### config.mk
export PLATFORM = sky130hd
export DESIGN_NAME = three_wire_register_access_master_flat
export DESIGN_NICKNAME = d
export VERILOG_FILES = /design/src/rtl/core/tw3_pkg.sv /design/src/rtl/core/tw3_if.sv /design/src/rtl/core/tw3_cfg_regs.sv /design/src/rtl/core/tw3_seq.sv /design/src/rtl/core/three_wire_register_access_master.sv /design/src/flat_wrapper.sv
export SDC_FILE = /design/constraint.sdc
export NUM_CORES = 1
export LEC_CHECK = 0
export BUFFER_PORTS_ARGS = -buffer_cell sky130_fd_sc_hd__buf_2
export CAP_MARGIN = 20
export CORE_ASPECT_RATIO = 0.75
export CORE_UTILIZATION = 30
export DETAILED_ROUTE_END_ITERATION = 10
export PLACE_DENSITY = 0.54
export SYNTH_ARGS = -nofsm -noshare
export SYNTH_HDL_FRONTEND = slang
export SYNTH_SLANG_ARGS = --single-unit
### constraint.sdc
create_clock -name clk_i -period 3.3 [get_ports clk_i]
set_clock_uncertainty 0.15 [all_clocks]
set_input_delay 0.165 -clock clk_i [delete_from_list [all_inputs] [get_ports clk_i]]
set_output_delay 0.165 -clock clk_i [all_outputs]
set_load 0.05 [all_outputs]
### src/rtl/core/tw3_pkg.sv
`default_nettype none

package tw3_pkg;

  // Field widths
  localparam int unsigned CmdW   = 2;
  localparam int unsigned ByteW  = 8;
  localparam int unsigned BitIdxW = 3;
  localparam int unsigned CfgIdxW = 8;

  // Request codes
  typedef enum logic [CmdW-1:0] {
    CMD_TICK  = 2'd0,
    CMD_READ  = 2'd1,
    CMD_WRITE = 2'd2,
    CMD_RSVD  = 2'd3
  } tw3_cmd_e;

  // Register indexes
  localparam logic [CfgIdxW-1:0] REG_PHASE_TICKS = 8'd0;
  localparam logic [CfgIdxW-1:0] REG_GUARD_TICKS = 8'd1;

  // Register reset values
  localparam logic [ByteW-1:0] PHASE_TICKS_RST = 8'd2;
  localparam logic [ByteW-1:0] GUARD_TICKS_RST = 8'd4;

  // Sequencer steps, one-hot
  typedef enum logic [8:0] {
    ST_IDLE  = 9'b000000001,
    ST_START = 9'b000000010,
    ST_WSET  = 9'b000000100,
    ST_WHIGH = 9'b000001000,
    ST_WLOW  = 9'b000010000,
    ST_RSAMP = 9'b000100000,
    ST_RHIGH = 9'b001000000,
    ST_RLOW  = 9'b010000000,
    ST_DONE  = 9'b100000000
  } tw3_state_e;

  typedef struct packed {
    logic [ByteW-1:0] phase_ticks;
    logic [ByteW-1:0] guard_ticks;
  } tw3_cfg_t;

  // One result per tick
  typedef struct packed {
    logic             chip_enable;
    logic             serial_clock;
    logic             data_out;
    logic             data_drive;
    logic             busy_res;
    logic [ByteW-1:0] read_data;
    logic             read_valid;
    logic             write_done;
  } tw3_result_t;

endpackage

`default_nettype wire

### src/rtl/core/tw3_if.sv
`default_nettype none

// Tick request channel
interface tw3_req_if;
  import tw3_pkg::*;
  logic                 valid;
  logic                 ready;
  logic [CmdW-1:0]      command;
  logic [ByteW-1:0]     command_byte;
  logic [ByteW-1:0]     write_data;
  logic                 data_in;

  modport source (output valid, command, command_byte, write_data, data_in, input ready);
  modport sink   (input valid, command, command_byte, write_data, data_in, output ready);
endinterface

// Per-tick line levels and status
interface tw3_rsp_if;
  import tw3_pkg::*;
  logic                 valid;
  logic                 ready;
  logic                 chip_enable;
  logic                 serial_clock;
  logic                 data_out;
  logic                 data_drive;
  logic                 busy_res;
  logic [ByteW-1:0]     read_data;
  logic                 read_valid;
  logic                 write_done;

  modport source (output valid, chip_enable, serial_clock, data_out, data_drive, busy_res,
                  read_data, read_valid, write_done, input ready);
  modport sink   (input valid, chip_enable, serial_clock, data_out, data_drive, busy_res,
                  read_data, read_valid, write_done, output ready);
endinterface

// Register write channel
interface tw3_cfg_if;
  import tw3_pkg::*;
  logic                 valid;
  logic                 ready;
  logic [CfgIdxW-1:0]   index;
  logic [ByteW-1:0]     data;

  modport source (output valid, index, data, input ready);
  modport sink   (input valid, index, data, output ready);
endinterface

`default_nettype wire

### src/rtl/core/tw3_cfg_regs.sv
`default_nettype none

module tw3_cfg_regs (
  input  wire logic             clk_i,
  input  wire logic             rst_ni,
  tw3_cfg_if.sink               cfg_i,
  output tw3_pkg::tw3_cfg_t     cfg_o
);
  import tw3_pkg::*;

  logic [ByteW-1:0] phase_ticks_q;
  logic [ByteW-1:0] guard_ticks_q;

  // Writes are always taken
  assign cfg_i.ready = 1'b1;

  // Register file; unknown indexes are dropped
  always_ff @(posedge clk_i or negedge rst_ni) begin
    if (!rst_ni) begin
      phase_ticks_q <= PHASE_TICKS_RST;
      guard_ticks_q <= GUARD_TICKS_RST;
    end else if (cfg_i.valid) begin
      unique case (cfg_i.index)
        REG_PHASE_TICKS: phase_ticks_q <= cfg_i.data;
        REG_GUARD_TICKS: guard_ticks_q <= cfg_i.data;
        default: ;
      endcase
    end
  end

  assign cfg_o.phase_ticks = phase_ticks_q;
  assign cfg_o.guard_ticks = guard_ticks_q;

endmodule

`default_nettype wire

### src/rtl/core/tw3_seq.sv
`default_nettype none

module tw3_seq (
  input  wire logic                          clk_i,
  input  wire logic                          rst_ni,
  input  wire logic                          step_i,
  input  wire tw3_pkg::tw3_cfg_t             cfg_i,
  input  wire logic [tw3_pkg::CmdW-1:0]      command_i,
  input  wire logic [tw3_pkg::ByteW-1:0]     command_byte_i,
  input  wire logic [tw3_pkg::ByteW-1:0]     write_data_i,
  input  wire logic                          data_in_i,
  output tw3_pkg::tw3_result_t               result_o
);
  import tw3_pkg::*;

  tw3_state_e         state_q, state_d;
  logic [BitIdxW-1:0] bit_q, bit_d;
  logic [ByteW-1:0]   wait_q, wait_d;
  logic [ByteW-1:0]   out_shift_q, out_shift_d;
  logic [ByteW-1:0]   pending_q, pending_d;
  logic [ByteW-1:0]   in_shift_q, in_shift_d;
  logic               is_write_q, is_write_d;
  logic               second_q, second_d;

  logic [ByteW-1:0]   len;
  logic [ByteW-1:0]   len_eff;
  logic               phase_done;
  logic               cur_bit;
  tw3_cmd_e           cmd;

  assign cmd     = tw3_cmd_e'(command_i);
  assign cur_bit = out_shift_q[bit_q];

  // Phase timer: guard length around enable, phase length inside bits
  always_comb begin
    len        = ((state_q == ST_START) || (state_q == ST_DONE)) ? cfg_i.guard_ticks
                                                                 : cfg_i.phase_ticks;
    len_eff    = (len == '0) ? ByteW'(1) : len;
    phase_done = ({1'b0, wait_q} + 9'd1) >= {1'b0, len_eff};
  end

  // Next state and line levels for this tick
  always_comb begin
    state_d     = state_q;
    bit_d       = bit_q;
    wait_d      = wait_q;
    out_shift_d = out_shift_q;
    pending_d   = pending_q;
    in_shift_d  = in_shift_q;
    is_write_d  = is_write_q;
    second_d    = second_q;

    result_o              = '0;
    result_o.busy_res     = 1'b1;

    unique case (state_q)
      ST_START: begin
        result_o.chip_enable = 1'b1;
        wait_d = phase_done ? '0 : wait_q + 8'd1;
        if (phase_done) begin
          bit_d    = '0;
          second_d = 1'b0;
          state_d  = ST_WSET;
        end
      end
      ST_WSET: begin
        result_o.chip_enable = 1'b1;
        result_o.data_drive  = 1'b1;
        result_o.data_out    = cur_bit;
        wait_d = phase_done ? '0 : wait_q + 8'd1;
        if (phase_done) state_d = ST_WHIGH;
      end
      ST_WHIGH: begin
        result_o.chip_enable  = 1'b1;
        result_o.serial_clock = 1'b1;
        result_o.data_drive   = 1'b1;
        result_o.data_out     = cur_bit;
        wait_d = phase_done ? '0 : wait_q + 8'd1;
        if (phase_done) state_d = ST_WLOW;
      end
      ST_WLOW: begin
        result_o.chip_enable = 1'b1;
        result_o.data_drive  = 1'b1;
        result_o.data_out    = cur_bit;
        wait_d = phase_done ? '0 : wait_q + 8'd1;
        if (phase_done) begin
          if (bit_q != '1) begin
            bit_d   = bit_q + 3'd1;
            state_d = ST_WSET;
          end else if (!second_q && is_write_q) begin
            // command byte out, now the data byte
            out_shift_d = pending_q;
            second_d    = 1'b1;
            bit_d       = '0;
            state_d     = ST_WSET;
          end else if (!second_q) begin
            second_d = 1'b1;
            bit_d    = '0;
            state_d  = ST_RSAMP;
          end else begin
            state_d = ST_DONE;
          end
        end
      end
      ST_RSAMP: begin
        result_o.chip_enable = 1'b1;
        in_shift_d[bit_q]    = in_shift_q[bit_q] | data_in_i;
        wait_d               = '0;
        state_d              = ST_RHIGH;
      end
      ST_RHIGH: begin
        result_o.chip_enable  = 1'b1;
        result_o.serial_clock = 1'b1;
        wait_d = phase_done ? '0 : wait_q + 8'd1;
        if (phase_done) state_d = ST_RLOW;
      end
      ST_RLOW: begin
        result_o.chip_enable = 1'b1;
        wait_d = phase_done ? '0 : wait_q + 8'd1;
        if (phase_done) begin
          if (bit_q != '1) begin
            bit_d   = bit_q + 3'd1;
            state_d = ST_RSAMP;
          end else begin
            state_d = ST_DONE;
          end
        end
      end
      ST_DONE: begin
        wait_d = phase_done ? '0 : wait_q + 8'd1;
        if (phase_done) begin
          result_o.write_done = is_write_q;
          result_o.read_valid = !is_write_q;
          state_d             = ST_IDLE;
        end
      end
      default: begin
        // idle: start on read or write, anything else is a plain tick
        result_o.busy_res = 1'b0;
        state_d           = ST_IDLE;
        if ((cmd == CMD_READ) || (cmd == CMD_WRITE)) begin
          is_write_d  = (cmd == CMD_WRITE);
          out_shift_d = command_byte_i;
          pending_d   = write_data_i;
          if (cmd == CMD_READ) in_shift_d = '0;
          bit_d    = '0;
          wait_d   = '0;
          second_d = 1'b0;
          state_d  = ST_START;
        end
      end
    endcase

    result_o.read_data = in_shift_d;
  end

  // Sequencer state advances once per accepted tick
  always_ff @(posedge clk_i or negedge rst_ni) begin
    if (!rst_ni) begin
      state_q     <= ST_IDLE;
      bit_q       <= '0;
      wait_q      <= '0;
      out_shift_q <= '0;
      pending_q   <= '0;
      in_shift_q  <= '0;
      is_write_q  <= 1'b0;
      second_q    <= 1'b0;
    end else if (step_i) begin
      state_q     <= state_d;
      bit_q       <= bit_d;
      wait_q      <= wait_d;
      out_shift_q <= out_shift_d;
      pending_q   <= pending_d;
      in_shift_q  <= in_shift_d;
      is_write_q  <= is_write_d;
      second_q    <= second_d;
    end
  end

endmodule

`default_nettype wire

### src/rtl/core/three_wire_register_access_master.sv
// A tick request's result is presented in the cycle after it is accepted.
// One tick per cycle while the result slot is free or draining; the sequencer
// step is one pass of logic from the state registers to the result register.
// Reset (rst_ni, async, active low): sequencer idle, result register empty,
// phase_ticks = 2, guard_ticks = 4.
`default_nettype none

module three_wire_register_access_master (
  input  wire logic  clk_i,
  input  wire logic  rst_ni,
  tw3_req_if.sink    req_i,
  tw3_rsp_if.source  rsp_o,
  tw3_cfg_if.sink    cfg_i
);
  import tw3_pkg::*;

  tw3_cfg_t    cfg;
  tw3_result_t result;
  tw3_result_t res_q;
  logic        res_valid_q;
  logic        req_fire;

  // Take a request whenever the result slot is free or draining
  assign req_i.ready = !res_valid_q || rsp_o.ready;
  assign req_fire    = req_i.valid && req_i.ready;

  tw3_cfg_regs u_cfg (
    .clk_i  (clk_i),
    .rst_ni (rst_ni),
    .cfg_i  (cfg_i),
    .cfg_o  (cfg)
  );

  tw3_seq u_seq (
    .clk_i          (clk_i),
    .rst_ni         (rst_ni),
    .step_i         (req_fire),
    .cfg_i          (cfg),
    .command_i      (req_i.command),
    .command_byte_i (req_i.command_byte),
    .write_data_i   (req_i.write_data),
    .data_in_i      (req_i.data_in),
    .result_o       (result)
  );

  // Result register
  always_ff @(posedge clk_i or negedge rst_ni) begin
    if (!rst_ni) begin
      res_valid_q <= 1'b0;
    end else if (req_fire) begin
      res_valid_q <= 1'b1;
    end else if (rsp_o.ready) begin
      res_valid_q <= 1'b0;
    end
  end

  always_ff @(posedge clk_i) begin
    if (req_fire) begin
      res_q <= result;
    end
  end

  assign rsp_o.valid        = res_valid_q;
  assign rsp_o.chip_enable  = res_q.chip_enable;
  assign rsp_o.serial_clock = res_q.serial_clock;
  assign rsp_o.data_out     = res_q.data_out;
  assign rsp_o.data_drive   = res_q.data_drive;
  assign rsp_o.busy_res     = res_q.busy_res;
  assign rsp_o.read_data    = res_q.read_data;
  assign rsp_o.read_valid   = res_q.read_valid;
  assign rsp_o.write_done   = res_q.write_done;

endmodule

`default_nettype wire
### src/flat_wrapper.sv
// flat-port wrapper written by rule: the top's interface ports become plain ports
module three_wire_register_access_master_flat import tw3_pkg::*;
  (clk_i, rst_ni, req_i_valid, req_i_command, req_i_command_byte, req_i_write_data, req_i_data_in, req_i_ready, rsp_o_valid, rsp_o_chip_enable, rsp_o_serial_clock, rsp_o_data_out, rsp_o_data_drive, rsp_o_busy_res, rsp_o_read_data, rsp_o_read_valid, rsp_o_write_done, rsp_o_ready, cfg_i_valid, cfg_i_index, cfg_i_data, cfg_i_ready);
  tw3_req_if req_i_i ();
  tw3_rsp_if rsp_o_i ();
  tw3_cfg_if cfg_i_i ();
  input  wire logic clk_i;
  input  wire logic rst_ni;
  input wire logic [$bits(req_i_i.valid)-1:0] req_i_valid;
  input wire logic [$bits(req_i_i.command)-1:0] req_i_command;
  input wire logic [$bits(req_i_i.command_byte)-1:0] req_i_command_byte;
  input wire logic [$bits(req_i_i.write_data)-1:0] req_i_write_data;
  input wire logic [$bits(req_i_i.data_in)-1:0] req_i_data_in;
  output wire logic [$bits(req_i_i.ready)-1:0] req_i_ready;
  output wire logic [$bits(rsp_o_i.valid)-1:0] rsp_o_valid;
  output wire logic [$bits(rsp_o_i.chip_enable)-1:0] rsp_o_chip_enable;
  output wire logic [$bits(rsp_o_i.serial_clock)-1:0] rsp_o_serial_clock;
  output wire logic [$bits(rsp_o_i.data_out)-1:0] rsp_o_data_out;
  output wire logic [$bits(rsp_o_i.data_drive)-1:0] rsp_o_data_drive;
  output wire logic [$bits(rsp_o_i.busy_res)-1:0] rsp_o_busy_res;
  output wire logic [$bits(rsp_o_i.read_data)-1:0] rsp_o_read_data;
  output wire logic [$bits(rsp_o_i.read_valid)-1:0] rsp_o_read_valid;
  output wire logic [$bits(rsp_o_i.write_done)-1:0] rsp_o_write_done;
  input wire logic [$bits(rsp_o_i.ready)-1:0] rsp_o_ready;
  input wire logic [$bits(cfg_i_i.valid)-1:0] cfg_i_valid;
  input wire logic [$bits(cfg_i_i.index)-1:0] cfg_i_index;
  input wire logic [$bits(cfg_i_i.data)-1:0] cfg_i_data;
  output wire logic [$bits(cfg_i_i.ready)-1:0] cfg_i_ready;
  assign req_i_i.valid = req_i_valid;
  assign req_i_i.command = req_i_command;
  assign req_i_i.command_byte = req_i_command_byte;
  assign req_i_i.write_data = req_i_write_data;
  assign req_i_i.data_in = req_i_data_in;
  assign req_i_ready = req_i_i.ready;
  assign rsp_o_valid = rsp_o_i.valid;
  assign rsp_o_chip_enable = rsp_o_i.chip_enable;
  assign rsp_o_serial_clock = rsp_o_i.serial_clock;
  assign rsp_o_data_out = rsp_o_i.data_out;
  assign rsp_o_data_drive = rsp_o_i.data_drive;
  assign rsp_o_busy_res = rsp_o_i.busy_res;
  assign rsp_o_read_data = rsp_o_i.read_data;
  assign rsp_o_read_valid = rsp_o_i.read_valid;
  assign rsp_o_write_done = rsp_o_i.write_done;
  assign rsp_o_i.ready = rsp_o_ready;
  assign cfg_i_i.valid = cfg_i_valid;
  assign cfg_i_i.index = cfg_i_index;
  assign cfg_i_i.data = cfg_i_data;
  assign cfg_i_ready = cfg_i_i.ready;
  three_wire_register_access_master u_core (.clk_i(clk_i), .rst_ni(rst_ni), .req_i(req_i_i), .rsp_o(rsp_o_i), .cfg_i(cfg_i_i));
endmodule
== Yosys cells after proc, flatten, opt, wreduce, memory -nomap -nowiden ==
Index checks and enable logic that the tools add are counted.
Widths: inputs -> output; s select.
Cells by class
  add/subtract/negate cells: 3
  multiply operators: 0
  divide/modulo/power cells: 0
  magnitude comparators: 3
  equal/unequal tests: 23
  shift operators: 0
  mux-type cells: 53
  bitwise gates (word level): 5
  reduce and logical (&&, ||, !) cells: 33
Operators with widths (count)
  $mux 9: 11
  $mux 8: 10
  $pmux 9 s8: 1
  $pmux 8 s2: 3
  $mux 3: 8
  $reduce_or 7->1: 3
  $ne 2x2->1 const B: 10
  $logic_not 8->1: 2
  $reduce_and 8->1: 2
  $mux 1: 13
  $pmux 3 s4: 1
  $reduce_and 6->1: 2
  $add 8x1->9 const B: 1
  $eq 9x2->1 const B: 1
  $eq 9x3->1 const B: 1
  $eq 9x4->1 const B: 1
  $eq 9x5->1 const B: 1
  $eq 9x6->1 const B: 1
  $eq 9x7->1 const B: 1
  $eq 9x8->1 const B: 1
  $eq 9x9->1 const B: 1
  $ge 9x8->1: 1
  $add 8x1->8 const B: 1
  $bwmux 8: 1
  other kinds (27): 42
Storage, ports and cells
  bits in registers: 78
  bits in latches: 0
  bits in writable memories: 0
  memory bits (read-only): 0
  memories: 0

== Longest topological paths before layout ==
Gate-level depths: netlist of the first run.
  word-level depth: 8
  depth in mapped cells: 15
  gate-level depth less buffers: 13

== By module ==
Synthesis of the first run repeated with hierarchy kept, for this count alone.
Second synthesis, totals
  cells, all modules: 419
  area total of the unflattened synthesis: 4536.9 um^2
By module, submodules not included
  tw3_seq: times used 1, cells an instance 360, area each 3359.5 um^2
  tw3_cfg_regs: times used 1, cells an instance 40, area each 673.1 um^2
  three_wire_register_access_master: times used 1, cells an instance 19, area each 504.2 um^2

== Worst setup path before layout of the first run ==
No wires, ideal clock.
  path type: reg2reg
  from: register u_core.u_seq.state_q[5]
  to: register u_core.u_seq.out_shift_q[0]
  library setup time: 127 ps
  data arrival time: 3280 ps
  data required time: 3023 ps
  slack: -258 ps
  cell stages (with the launch flop): 13
  path buffers: 2
  clock period less this slack: 3558 ps
  cell sequence: dfrtp_1 > buf_6 > nor4_4 > nand3_2 > clkbuf_1 > mux2i_1 > ha_1 > and3_1 > a221oi_1 > o21ai_1 > or2_1 > o211ai_2 > mux2_1
On the way
  word-level cells in the longest chain between the ends: 8
RTL lines
  start, declared: line tw3_seq.sv:16  | tw3_state_e state_q, state_d;
  start signal, assigned: line tw3_seq.sv:169  | state_q <= state_d;
  $eq 9x2->1 or $eq 9x9->1 (tied branches): line tw3_seq.sv:36, tw3_seq.sv:56
  $logic_or 1x1->1: line tw3_seq.sv:36  | len = ((state_q == ST_START) || (state_q == ST_DONE)) ? cfg_i.guard_ticks
  $mux 8: line tw3_seq.sv:36
  $logic_not 8->1: line tw3_seq.sv:38  | len_eff = (len == '0) ? ByteW'(1) : len;
  $mux 8: line tw3_seq.sv:38
  $ge 9x8->1: line tw3_seq.sv:39  | phase_done = ({1'b0, wait_q} + 9'd1) >= {1'b0, len_eff};
  $ne 2x2->1 (no line)
  $reduce_and 6->1 (no line)
  end signal, assigned: line tw3_seq.sv:172  | out_shift_q <= out_shift_d;
  end, declared: line tw3_seq.sv:19  | logic [ByteW-1:0] out_shift_q, out_shift_d;
Parallel ways exist; a longest one is shown, timed or not.
A chain may end at the register's enable or synchronous reset.

== Worst setup path in the final report of the first run ==
  from: register u_core.u_seq.state_q[7]
  to: register u_core.u_seq.in_shift_q[4]
On the way
  word-level cells in the longest chain between the ends: 3
RTL lines
  $eq 9x2->1, or another cell as far along: line tw3_seq.sv:56  | unique case (state_q)
  $reduce_or 7->1 (no line)
  $pmux 8 s2 *: line tw3_seq.sv:56
  end signal, assigned: line tw3_seq.sv:174  | in_shift_q <= in_shift_d;
  end, declared: line tw3_seq.sv:21  | logic [ByteW-1:0] in_shift_q, in_shift_d;
Mark *: on every way between the ends. The rest lies on a longest branch, timed or not.

==> qor.txt, run 1 <==
status: finished, final reports clean
Fin. Hold Viols: 0
CP max stage cell: dfrtp_1
hold depth: 3
met1 Usage GRT: 0.224
Most Crowded Layer GR: met1
post-layout min period: 3.28 ns
met2 usage: 0.220
CTS Root Cell: clkbuf_16
Worst-path clk slew: 0.06 ns
flops & latches, synth: 78
via count: 3649
Mean Syn Cell Area: 10.9 um2
PwrDens: 669 mW/mm2
RSZ-0062 raised after global routing: yes
drt pass-1 iters: 5
Avg Vias per Cell: 5.05
met3 Use GR: 0.0325
Reg area: 0.00203 mm2
All-Layer GR Usage: 0.154
area taken by multi-input logic gates: 0.00240 mm2
Layout area overhead: 31.7%
vias in the first global route: 3518
CTS tree: yes
Yosys top cell by area: dfrtp_1
Synth area leaders: dfrtp_1 (34%), edfxtp_1 (10%), mux2_1 (6.6%)
final net count: 570
FMAX: 305 MHz
Max Cap Viol: 0
CP Cell Sequence: nor4_4, buf_4, nand3_4, mux2i_2, ha_1, and3_4, a221oi_2, o21ai_1, buf_4, a211oi_4, buf_6, buf_6, or3_4, o21ai_1
ys flop type: dfrtp_1
Ys Warns: 0
R2R depth: 14
WS Path Type: register to register
DRC Markers: 0
initial antenna violation count: 0
# rows: 38
routability cong.: 0.815
Overflow after GRT: 0
Slew HR: 0.434
Slew @ Worst Pin: 0.848 ns
synthesized area: 0.00444 mm2
worst hold-check path type: input pin to register
# port buffers: 56
Post-DP HPWL: 7.93 mm
Seq/Total Area, Yosys: 0.458
P_leak: 0.00270 uW
I/O Pins: 58
Setup Viol. Count Final: 0
CTS Buf Count: 9
CTS Sinks: 78
Startpoint Class: register
wire per inst: 15.8 um
setup_tns: 0 ns
Worst setup EP type: register
die height: 107 um
syn nets: 461
Starting Density: 0.307
Layout Cells excl Fill: 722
ANT nets after route: 0
DP Cell Count: 674
Finished Core Util: 0.404
period utilization: 0.993
setup ws final: 0.0236 ns
max incr delay on CP: 0.40 ns
htree depth: 3
CP Max Fanout: 8
first-pass GRT wire length: 17.9 mm
maximum VDD drop: 0.000397 V
Skew-Pair Late Insertion Delay: 0.33 ns
most frequent cell after synthesis: dfrtp_1
most frequent cells after synthesis: dfrtp_1 (60), mux2_1 (26), nor2_1 (26)
ANT cells: 0
Core ar.: 0.0145 mm2
WP data arrival: 3.33 ns
Post-synth EDFFs: 15
Worst EP required: 3.35 ns
Yosys cell types: 66
clock buffer depth: 2
DIE AREA: 0.0153 mm2
share of cells above drive strength 1: 0.333
total wire length: 11.4 mm
die width: 142 um
FILL cells: 1426
pin count of the biggest net entering global routing: 64
top-area cell type share of the netlist area: 0.339
Final Slew Violations: 0
Final Power: 3910 uW
Starting DRT DRC Count: 233
Async SR Flop Fraction: 0.808
Synth Instances: 408
DP Worst Slack: -0.195 ns
==> state kept, by name, summed over array words and instances, names as in the netlist, 3 cells and up <==
signal / count
u_core.u_seq.pending_q: 8
u_core.u_seq.wait_q: 8
u_core.u_cfg.phase_ticks_q: 8
u_core.u_cfg.guard_ticks_q: 8
u_core.u_seq.out_shift_q: 8
u_core.u_seq.in_shift_q: 8
u_core.u_seq.bit_q: 3
u_core.rsp_o.read_data: 8
u_core.u_seq.state_q: 9
==> cell families after synthesis <==
family | Yosys count | synth area share
fa+ha+maj | 13 | 0.0367
mux | 59 | 0.151
compound gates | 86 | 0.132
other cells | 1 | 0.000845
buf+inv | 32 | 0.0330
simple gates | 128 | 0.167
flops | 78 | 0.458
xor+xnor | 11 | 0.0217
==> path summary, 6_finish.rpt <==
check	startpoint	endpoint	slack, ns
setup / recovery	u_core.u_seq.state_q[7]	u_core.u_seq.in_shift_q[4]	0.02
hold / removal	req_i_command_byte[1]	u_core.u_seq.out_shift_q[1]	0.04
setup reg to reg	u_core.u_seq.state_q[7]	u_core.u_seq.in_shift_q[4]	0.02
hold reg to reg	u_core.u_seq.pending_q[2]	u_core.u_seq.pending_q[2]	0.33
max in group asynchronous	rst_ni	u_core.u_seq.in_shift_q[6]	2.03
min in group asynchronous	rst_ni	u_core.u_seq.pending_q[3]	0.40
==> area by class of cell <==
type                    instances  area share
repair buffers                119       0.144
well taps                     200      0.0428
multi-input cells             299       0.411
inverters                      10     0.00643
clock buffers                  12      0.0441
flip-flops and latches         78       0.348
clock inverters                 4     0.00450
==> stage by stage <==
step | instance area [um2] | hold slack (ns)
finish | 5840 | 0.0393
global route | 5840 | 0.0338
CTS | 5680 | 0.0128
detailed placement | 5110 | 0.229
global placement | 5110 | 0.229
floorplan | 4460 | -0.281
==> where the power goes <==
part           internal (uW)  switching [uW]  leakage, uW
Sequential              1180             113     0.000972
Combinational            745             917      0.00159
Clock                    558             399     0.000143
==> layout by cell type (no fill, tap or decap), types with 3 or more instances in the layout <==
cell type | netlist | routed
nand3_1 | 18 | 18
a21o_1 | 4 | 4
nand4_1 | 8 | 8
xor2_1 | 7 | 6
buf_4 | 2 | 36
inv_1 | 9 | 9
ha_1 | 13 | 13
dfstp_2 | 3 | 3
buf_2 | 9 | 56
nand3b_1 | 4 | 4
mux2_1 | 26 | 19
nor3_1 | 9 | 9
nor2b_1 | 3 | 3
o31ai_1 | 9 | 9
a22oi_1 | 3 | 3
clkbuf_16 | 0 | 10
a32o_1 | 4 | 4
nor2_1 | 26 | 25
dfrtp_1 | 60 | 60
nor3b_1 | 5 | 5
xnor2_1 | 4 | 4
o21ai_0 | 17 | 17
nand2b_1 | 5 | 5
nor3_4 | 2 | 3
and2_1 | 3 | 3
and3_1 | 5 | 4
buf_6 | 1 | 6
mux2_4 | 5 | 12
nand2_1 | 23 | 22
a21oi_1 | 8 | 7
dlygate4sd3_1 | 0 | 20
o21ai_1 | 17 | 15
a31oi_1 | 5 | 4
edfxtp_1 | 15 | 15
mux2i_1 | 12 | 11
mux2_2 | 16 | 16
==> critical path: cells and delay by family (launching register included) <==
kind                       cells  cell delay [ns]
adders and majority gates      1             0.32
AOI/OAI and AO/OA              4             0.72
buffers and inverters          4             0.59
and+or+nand+nor                4             0.77
muxes                          1             0.19
DFF                            1             0.40
==> metal layers <==
| layer | wire length, um | up-vias |
|---|---|---|
| met4 | 237 | 0 |
| met3 | 563 | 19 |
| li1 | - | 1740 |
| met5 | 0 | - |
| met1 | 5600 | 1774 |
| met2 | 4990 | 116 |
==> what timing repair did <==
action / 4_1_cts / 5_1_grt
endpoints found under the hold margin: 86 / 0
cloned: 1 / 0
pin swaps: 3 / 13
resized for setup: 6 / 24
hold buffers: 20 / 0
buffers inserted: 4 / 7
endpoints found under the setup margin: 25 / 33
No activity file was read; power rests on OpenSTA's default activity.
==> run 2: changes to the inputs <==
--- a/config.mk
+++ b/config.mk
@@ -13,4 +13,5 @@
 export PLACE_DENSITY = 0.54
 export SYNTH_ARGS = -nofsm -noshare
 export SYNTH_HDL_FRONTEND = slang
+export SYNTH_HIERARCHICAL = 1
 export SYNTH_SLANG_ARGS = --single-unit
==> run 2 against run 1 <==
Effect of this change: the run now ends with negative setup slack left; combinational power fell by 8%; synthesized cell count grew 2.7%; fmax fell by 11%; clock-buffer cell count shrank 1; via count is 0.33% higher; synthesized area up 2.3%; critical path type unchanged.
==> qor.txt, run 2 <==
FILL cells: 1434 (+0.56%)
Fin. Hold Viols: 0 (unchanged)
CP Max Fanout: 8 (unchanged)
Synth Instances: 419 (+2.7%)
Starting Density: 0.311 (+0.00394)
Layout area overhead: 29.3%
clock buffer depth: 2 (unchanged)
Startpoint Class: register
hold depth: 3 (unchanged)
failing checks: negative setup slack
via count: 3661 (+0.33%)
Synth area leaders: dfrtp_1 (33%), edfxtp_1 (9.9%), mux2_2 (8.4%)
Yosys top cell by area: dfrtp_1
Slew HR: 0.548 (+0.114)
Reg area: 0.00203 mm2 (unchanged)
most frequent cell after synthesis: dfrtp_1
pin count of the biggest net entering global routing: 25 (-61%)
DP Cell Count: 689 (+2.2%)
FF-to-FF End: u_core/u_seq/out_shift_q[2]
PwrDens: 649 mW/mm2 (-3.0%)
Setup Viol. Count Final: 31 (+31)
internal power: 2470 uW (-0.45%)
vias in the first global route: 3579 (+1.7%)
Skew-Pair Late Insertion Delay: 0.34 ns (about the same)
Final Power: 3810 uW (-2.6%)
Async SR Flop Fraction: 0.808 (unchanged)
flops & latches, synth: 78 (unchanged)
Final Slew Violations: 0 (unchanged)
Yosys cell types: 72 (+9.1%)
Max Cap Viol: 0 (unchanged)
CTS Buf Count: 9 (unchanged)
final net count: 578 (+1.4%)
ANT nets after route: 0 (unchanged)
FMAX: 271 MHz (-11%)
Flop pwr share: 0.336 (+0.006)
Overflow after GRT: 0 (unchanged)
Post-DP HPWL: 8.53 mm (+7.6%)
P_leak: 0.00261 uW (-3.2%)
worst hold-check path type: input pin to register
ys flop type: dfrtp_1
NetSw: 1340 uW (-6.3%)
Mean Syn Cell Area: 10.8 um2 (-0.40%)
Core ar.: 0.0146 mm2 (+0.99%)
DP Area: 0.00525 mm2 (+2.8%)
Worst EP required: 3.37 ns (+0.02 ns)
WP data arrival: 3.77 ns (+0.44 ns)
CTS Root Cell: clkbuf_16
RSZ-0062 raised after global routing: yes
most common cell after layout, fill and taps aside: dfrtp_1
Slew @ Worst Pin: 0.674 ns (-0.175 ns)
status: finished with violations
syn nets: 472 (+2.4%)
max reg flops: 9 (unchanged)
post-route cell area: 0.00587 mm2 (+0.45%)
total wire length: 11.5 mm (+1.0%)
first-pass GRT wire length: 19.0 mm (+6.2%)
Layout Cells excl Fill: 730 (+1.1%)
period utilization: 1.12 (+0.127)
die height: 109 um (+1.1%)
setup ws final: -0.395 ns (-0.419 ns)
share of cells above drive strength 1: 0.353 (+0.0195)
r2r startpoint: u_core/u_seq/state_q[3]
# port buffers: 56 (unchanged)
CTS Sinks: 78 (unchanged)
WS Path Type: register to register
R2R setup slack: -0.40 ns (-0.42 ns)
CTS tree: yes
routability cong.: 0.850 (+4.3%)
Hold Path Sink: u_core/u_seq/out_shift_q[7]
most frequent cells after synthesis: dfrtp_1 (60), o21ai_0 (50), mux2_2 (34)
Avg Vias per Cell: 5.02 (-0.77%)
HP Start: req_i_command_byte[7]
Worst-path clk slew: 0.06 ns (about the same)
most frequent cells in the layout: dfrtp_1 (60), buf_2 (56), o21ai_0 (43)
ANT cells: 0 (unchanged)
Worst setup EP type: register
die width: 144 um (+1.1%)
Ys Warns: 6 (+6)
Seq/Total Area, Yosys: 0.448 (-0.0102)
wire per inst: 15.8 um (about the same)
# rows: 38 (unchanged)
drt pass-1 iters: 4 (-1)
initial antenna violation count: 0 (unchanged)
share of total power in combinational logic: 0.400 (-0.025)
Top reg by flops: u_core/u_seq/state_q
DIE AREA: 0.0156 mm2 (+2.2%)
Starting DRT DRC Count: 296 (+27%)
R2R depth: 15 (+1)
switching part of the total: 0.352 (-0.0139)
synthesized area: 0.00454 mm2 (+2.3%)
maximum VDD drop: 0.000347 V (-13%)
All-Layer GR Usage: 0.161 (+0.00750)
htree depth: 3 (unchanged)
Post-synth EDFFs: 15 (unchanged)
post-layout min period: 3.70 ns (+0.419 ns)
DRC Markers: 0 (unchanged)
I/O Pins: 58 (unchanged)
top-area cell type share of the netlist area: 0.331 (-0.00756)
area taken by multi-input logic gates: 0.00245 mm2 (+2.1%)
clock power share: 0.263 (+0.018)
-- run 2: stage by stage --
stage | hold slack, ns | setup TNS, ns | setup WS, ns | utilization
detailed placement | 0.0680 | -5.72 | -0.327 | 0.360
global placement | 0.0607 | -2.50 | -0.178 | 0.360
global route | 0.0410 | -13.28 | -0.528 | 0.402
CTS | 0.0262 | -7.05 | -0.283 | 0.398
finish | 0.0365 | -8.89 | -0.395 | 0.402
floorplan | -0.281 | -4.88 | -0.294 | -
-- run 2: cell families (layout without fill, tap and decap cells) --
group	after synthesis	after routing	synth area share
compound gates	104	104	0.156
flops	78	78	0.448
fa+ha+maj	13	13	0.0359
other cells	1	1	0.000827
mux	55	55	0.140
buf+inv	32	143	0.0342
simple gates	122	122	0.158
xor+xnor	14	14	0.0270
-- run 2: critical path: stages, from the launching register on --
cell and delay, ns:
dfrtp_1 0.38, or4_4 0.53, nor3_4 0.26, nand2_4 0.12
buf_12 0.15, mux2i_4 0.18, nand2_1 0.07, o21ai_1 0.06
ha_1 0.28, nor2b_1 0.05, o21ai_1 0.14, and4_4 0.29
o21ai_4 0.08, a2111oi_4 0.32, buf_6 0.19, mux2_2 0.33
-- run 2: final cells by class --
class / instances / share of cell area
Tap cell: 200 / 0.0427
Inverter: 12 / 0.00768
Multi-Input combinational cell: 309 / 0.418
Timing Repair Buffer: 115 / 0.135
Sequential cell: 78 / 0.346
Clock buffer: 11 / 0.0414
Clock inverter: 5 / 0.00981
-- run 2: routing by layer --
layer / share of wire / up-vias / track usage
met5: 0 / - / 0
met4: 0.0089 / 0 / 0.0502
met3: 0.048 / 10 / 0.0421
met2: 0.41 / 95 / 0.216
met1: 0.54 / 1795 / 0.245
li1: - / 1761 / -
-- run 2: worst max-delay path by stage --
stage	cells past startpoint	startpoint	to
5_1_grt	15	u_core/u_seq/state_q[3]	u_core/u_seq/out_shift_q[6]
4_1_cts	14	u_core/u_seq/state_q[3]	u_core/u_seq/out_shift_q[0]
2_1_floorplan	14	u_core/u_seq/state_q[3]	u_core/u_seq/out_shift_q[0]
6_report	15	u_core/u_seq/state_q[3]	u_core/u_seq/out_shift_q[2]
3_3_place_gp	14	u_core/u_seq/state_q[0]	u_core/u_seq/out_shift_q[3]
3_5_place_dp	14	u_core/u_seq/state_q[3]	u_core/u_seq/out_shift_q[0]
-- run 2: what timing repair did --
item,in CTS,in global routing
hold buffers,19,0
hold endpoints to repair,47,0
setup endpoints to repair,31,31
setup buffers,5,2
pin swaps,0,1
resized for setup,8,8
-- run 2: power groups by stage --
stage	clock (uW)	combinational, uW	sequential [uW]
after CTS	1030	1460	1280
after global routing	1070	1650	1300
after detailed placement	0	1370	1300
after floorplan	0	904	1330
final	1000	1530	1280
after global placement	0	1340	1290
==> run 3: changes to the inputs <==
--- a/config.mk
+++ b/config.mk
@@ -10,6 +10,7 @@
 export CORE_ASPECT_RATIO = 0.75
 export CORE_UTILIZATION = 30
 export DETAILED_ROUTE_END_ITERATION = 10
+export MAX_ROUTING_LAYER = met4
 export PLACE_DENSITY = 0.54
 export SYNTH_ARGS = -nofsm -noshare
 export SYNTH_HDL_FRONTEND = slang
==> run 3 against run 2 <==
Effect of this change: the flow still finishes with violations (negative setup slack); sequential cell count did not move; register-to-register slack barely moved; combinational power barely moved; largest cell class unchanged; final cell count did not move.
==> qor.txt, run 3 (same netlist as run 2, synthesis figures left out) <==
Worst EP required: 3.37 ns (about the same)
Worst-path clk slew: 0.06 ns (about the same)
FMAX: 272 MHz (+0.39%)
drt pass-1 iters: 4 (unchanged)
crit path from: u_core/u_seq/state_q[3]
# rows: 38 (unchanged)
CTS Sinks: 78 (unchanged)
PwrDens: 648 mW/mm2 (-0.14%)
Setup Viol. Count Final: 31 (unchanged)
Starting Density: 0.311 (unchanged)
ANT nets after route: 0 (unchanged)
Fin. Hold Viols: 0 (unchanged)
WP data arrival: 3.75 ns (-0.02 ns)
All-Layer GR Usage: 0.167 (+0.00555)
status: finished with violations
worst hold-check path type: input pin to register
Layout area overhead: 29.3% (unchanged)
failing checks: negative setup slack
die width: 144 um (unchanged)
share of cells above drive strength 1: 0.353 (unchanged)
R2R setup slack: -0.38 ns (about the same)
final net count: 578 (unchanged)
Slew @ Worst Pin: 0.674 ns (-0.000151 ns)
Core ar.: 0.0146 mm2 (unchanged)
Starting DRT DRC Count: 310 (+4.7%)
max reg flops: 9 (unchanged)
routability cong.: 0.864 (+1.6%)
Critical Path Sink: u_core/u_seq/out_shift_q[2]
DIE AREA: 0.0156 mm2 (unchanged)
via count: 3687 (+0.71%)
Startpoint Class: register
WS Path Type: register to register
most frequent cells in the layout: dfrtp_1 (60), buf_2 (56), o21ai_0 (43)
FF-to-FF End: u_core/u_seq/out_shift_q[2]
Hold Slack: 0.0357 ns (-0.000887 ns)
htree depth: 3 (unchanged)
P_leak: 0.00261 uW (unchanged)
total wire length: 11.5 mm (-0.11%)
clock buffer depth: 2 (unchanged)
most common cell after layout, fill and taps aside: dfrtp_1
CTS Root Cell: clkbuf_16
r2r startpoint: u_core/u_seq/state_q[3]
die height: 109 um (unchanged)
Top reg by flops: u_core/u_seq/state_q
vias in the first global route: 3571 (-0.22%)
pin count of the biggest net entering global routing: 25 (unchanged)
post-layout min period: 3.68 ns (-0.0144 ns)
CP Max Fanout: 8 (unchanged)
FILL cells: 1434 (unchanged)
Max Cap Viol: 0 (unchanged)
Slew HR: 0.548 (about the same)
Post-DP HPWL: 8.53 mm (unchanged)
wire per inst: 15.7 um (-0.11%)
period utilization: 1.12 (-0.00436)
R2R depth: 15 (unchanged)
hold depth: 3 (unchanged)
RSZ-0062 raised after global routing: yes
setup ws final: -0.381 ns (+0.0144 ns)
ANT cells: 0 (unchanged)
CTS Buf Count: 9 (unchanged)
maximum VDD drop: 0.000347 V (about the same)
CTS tree: yes
Skew-Pair Late Insertion Delay: 0.34 ns (about the same)
Worst setup EP type: register
I/O Pins: 58 (unchanged)
DP Worst Slack: -0.327 ns (unchanged)
# port buffers: 56 (unchanged)
Avg Vias per Cell: 5.05 (+0.71%)
DRC Markers: 0 (unchanged)
Overflow after GRT: 0 (unchanged)
Final Slew Violations: 0 (unchanged)
first-pass GRT wire length: 19.1 mm (about the same)
initial antenna violation count: 0 (unchanged)
run 3: cell counts in the layout (fill, tap and decap cells not counted):
No cell type changed its count.
run 3: final cells by class:
cell class | count | area (um2) | share of cell area
well taps | 200 | 250 | 0.0427
multi-input cells | 309 | 2450 | 0.418
clock buffers | 11 | 243 | 0.0414
clock inverters | 5 | 57.6 | 0.00981
flip-flops and latches | 78 | 2030 | 0.346
inverters | 12 | 45.0 | 0.00768
repair buffers | 115 | 791 | 0.135
run 3: critical path, cell delays in order, from the launching register on:
cell and delay (ns):
dfrtp_1 0.38, or4_4 0.53, nor3_4 0.24, nand2_4 0.12, buf_12 0.14, mux2i_4 0.18, nand2_1 0.08, o21ai_1 0.06
ha_1 0.28, nor2b_1 0.05, o21ai_1 0.15, and4_4 0.29, o21ai_4 0.08, a2111oi_4 0.32, buf_6 0.19, mux2_2 0.33
run 3: repair_timing:
action	4_1_cts	5_1_grt
setup endpoints to repair	31	31
pin swaps	0	1
hold endpoints to repair	47	0
hold buffers	19	0
buffers inserted	5	2
gates resized for setup	8	8
run 3: worst min-delay path by stage:
stage,start,end,slack [ns]
5_1_grt,req_i_command_byte[7],u_core/u_seq/out_shift_q[7],0.04
6_report,req_i_command_byte[7],u_core/u_seq/out_shift_q[7],0.04
2_1_floorplan,rst_ni,u_core/rsp_o.valid,-0.28
3_3_place_gp,rst_ni,u_core/u_cfg/guard_ticks_q[3],0.06
4_1_cts,req_i_command_byte[7],u_core/u_seq/out_shift_q[7],0.03
3_5_place_dp,rst_ni,u_core/u_cfg/phase_ticks_q[3],0.07
run 3: power by group:
group / leakage (uW) / switching (uW) / total, uW / internal (uW)
Combinational: 0.00149 / 820 / 1520 / 700
Sequential: 0.000974 / 118 / 1280 / 1160
Clock: 0.000146 / 396 / 1000 / 607
Total: 0.00261 / 1330 / 3800 / 2470
run 3: stage by stage:
stage	std cells	utilization	power (uW)	TNS, ns	cell area, um2
after floorplan	419	-	2230	-4.88	4590
after global placement	689	0.360	2630	-2.50	5250
after detailed placement	689	0.360	2660	-5.72	5250
after CTS	729	0.398	3770	-7.05	5810
after global routing	730	0.402	4020	-13.28	5870
final	730	0.402	3800	-8.50	5870
run 3: routing by layer:
metal,up-vias,routed length (um),track usage
met5,-,0,-
met4,0,124,0.0456
met3,13,628,0.0474
met2,112,4670,0.216
met1,1805,6070,0.246
li1,1757,-,-
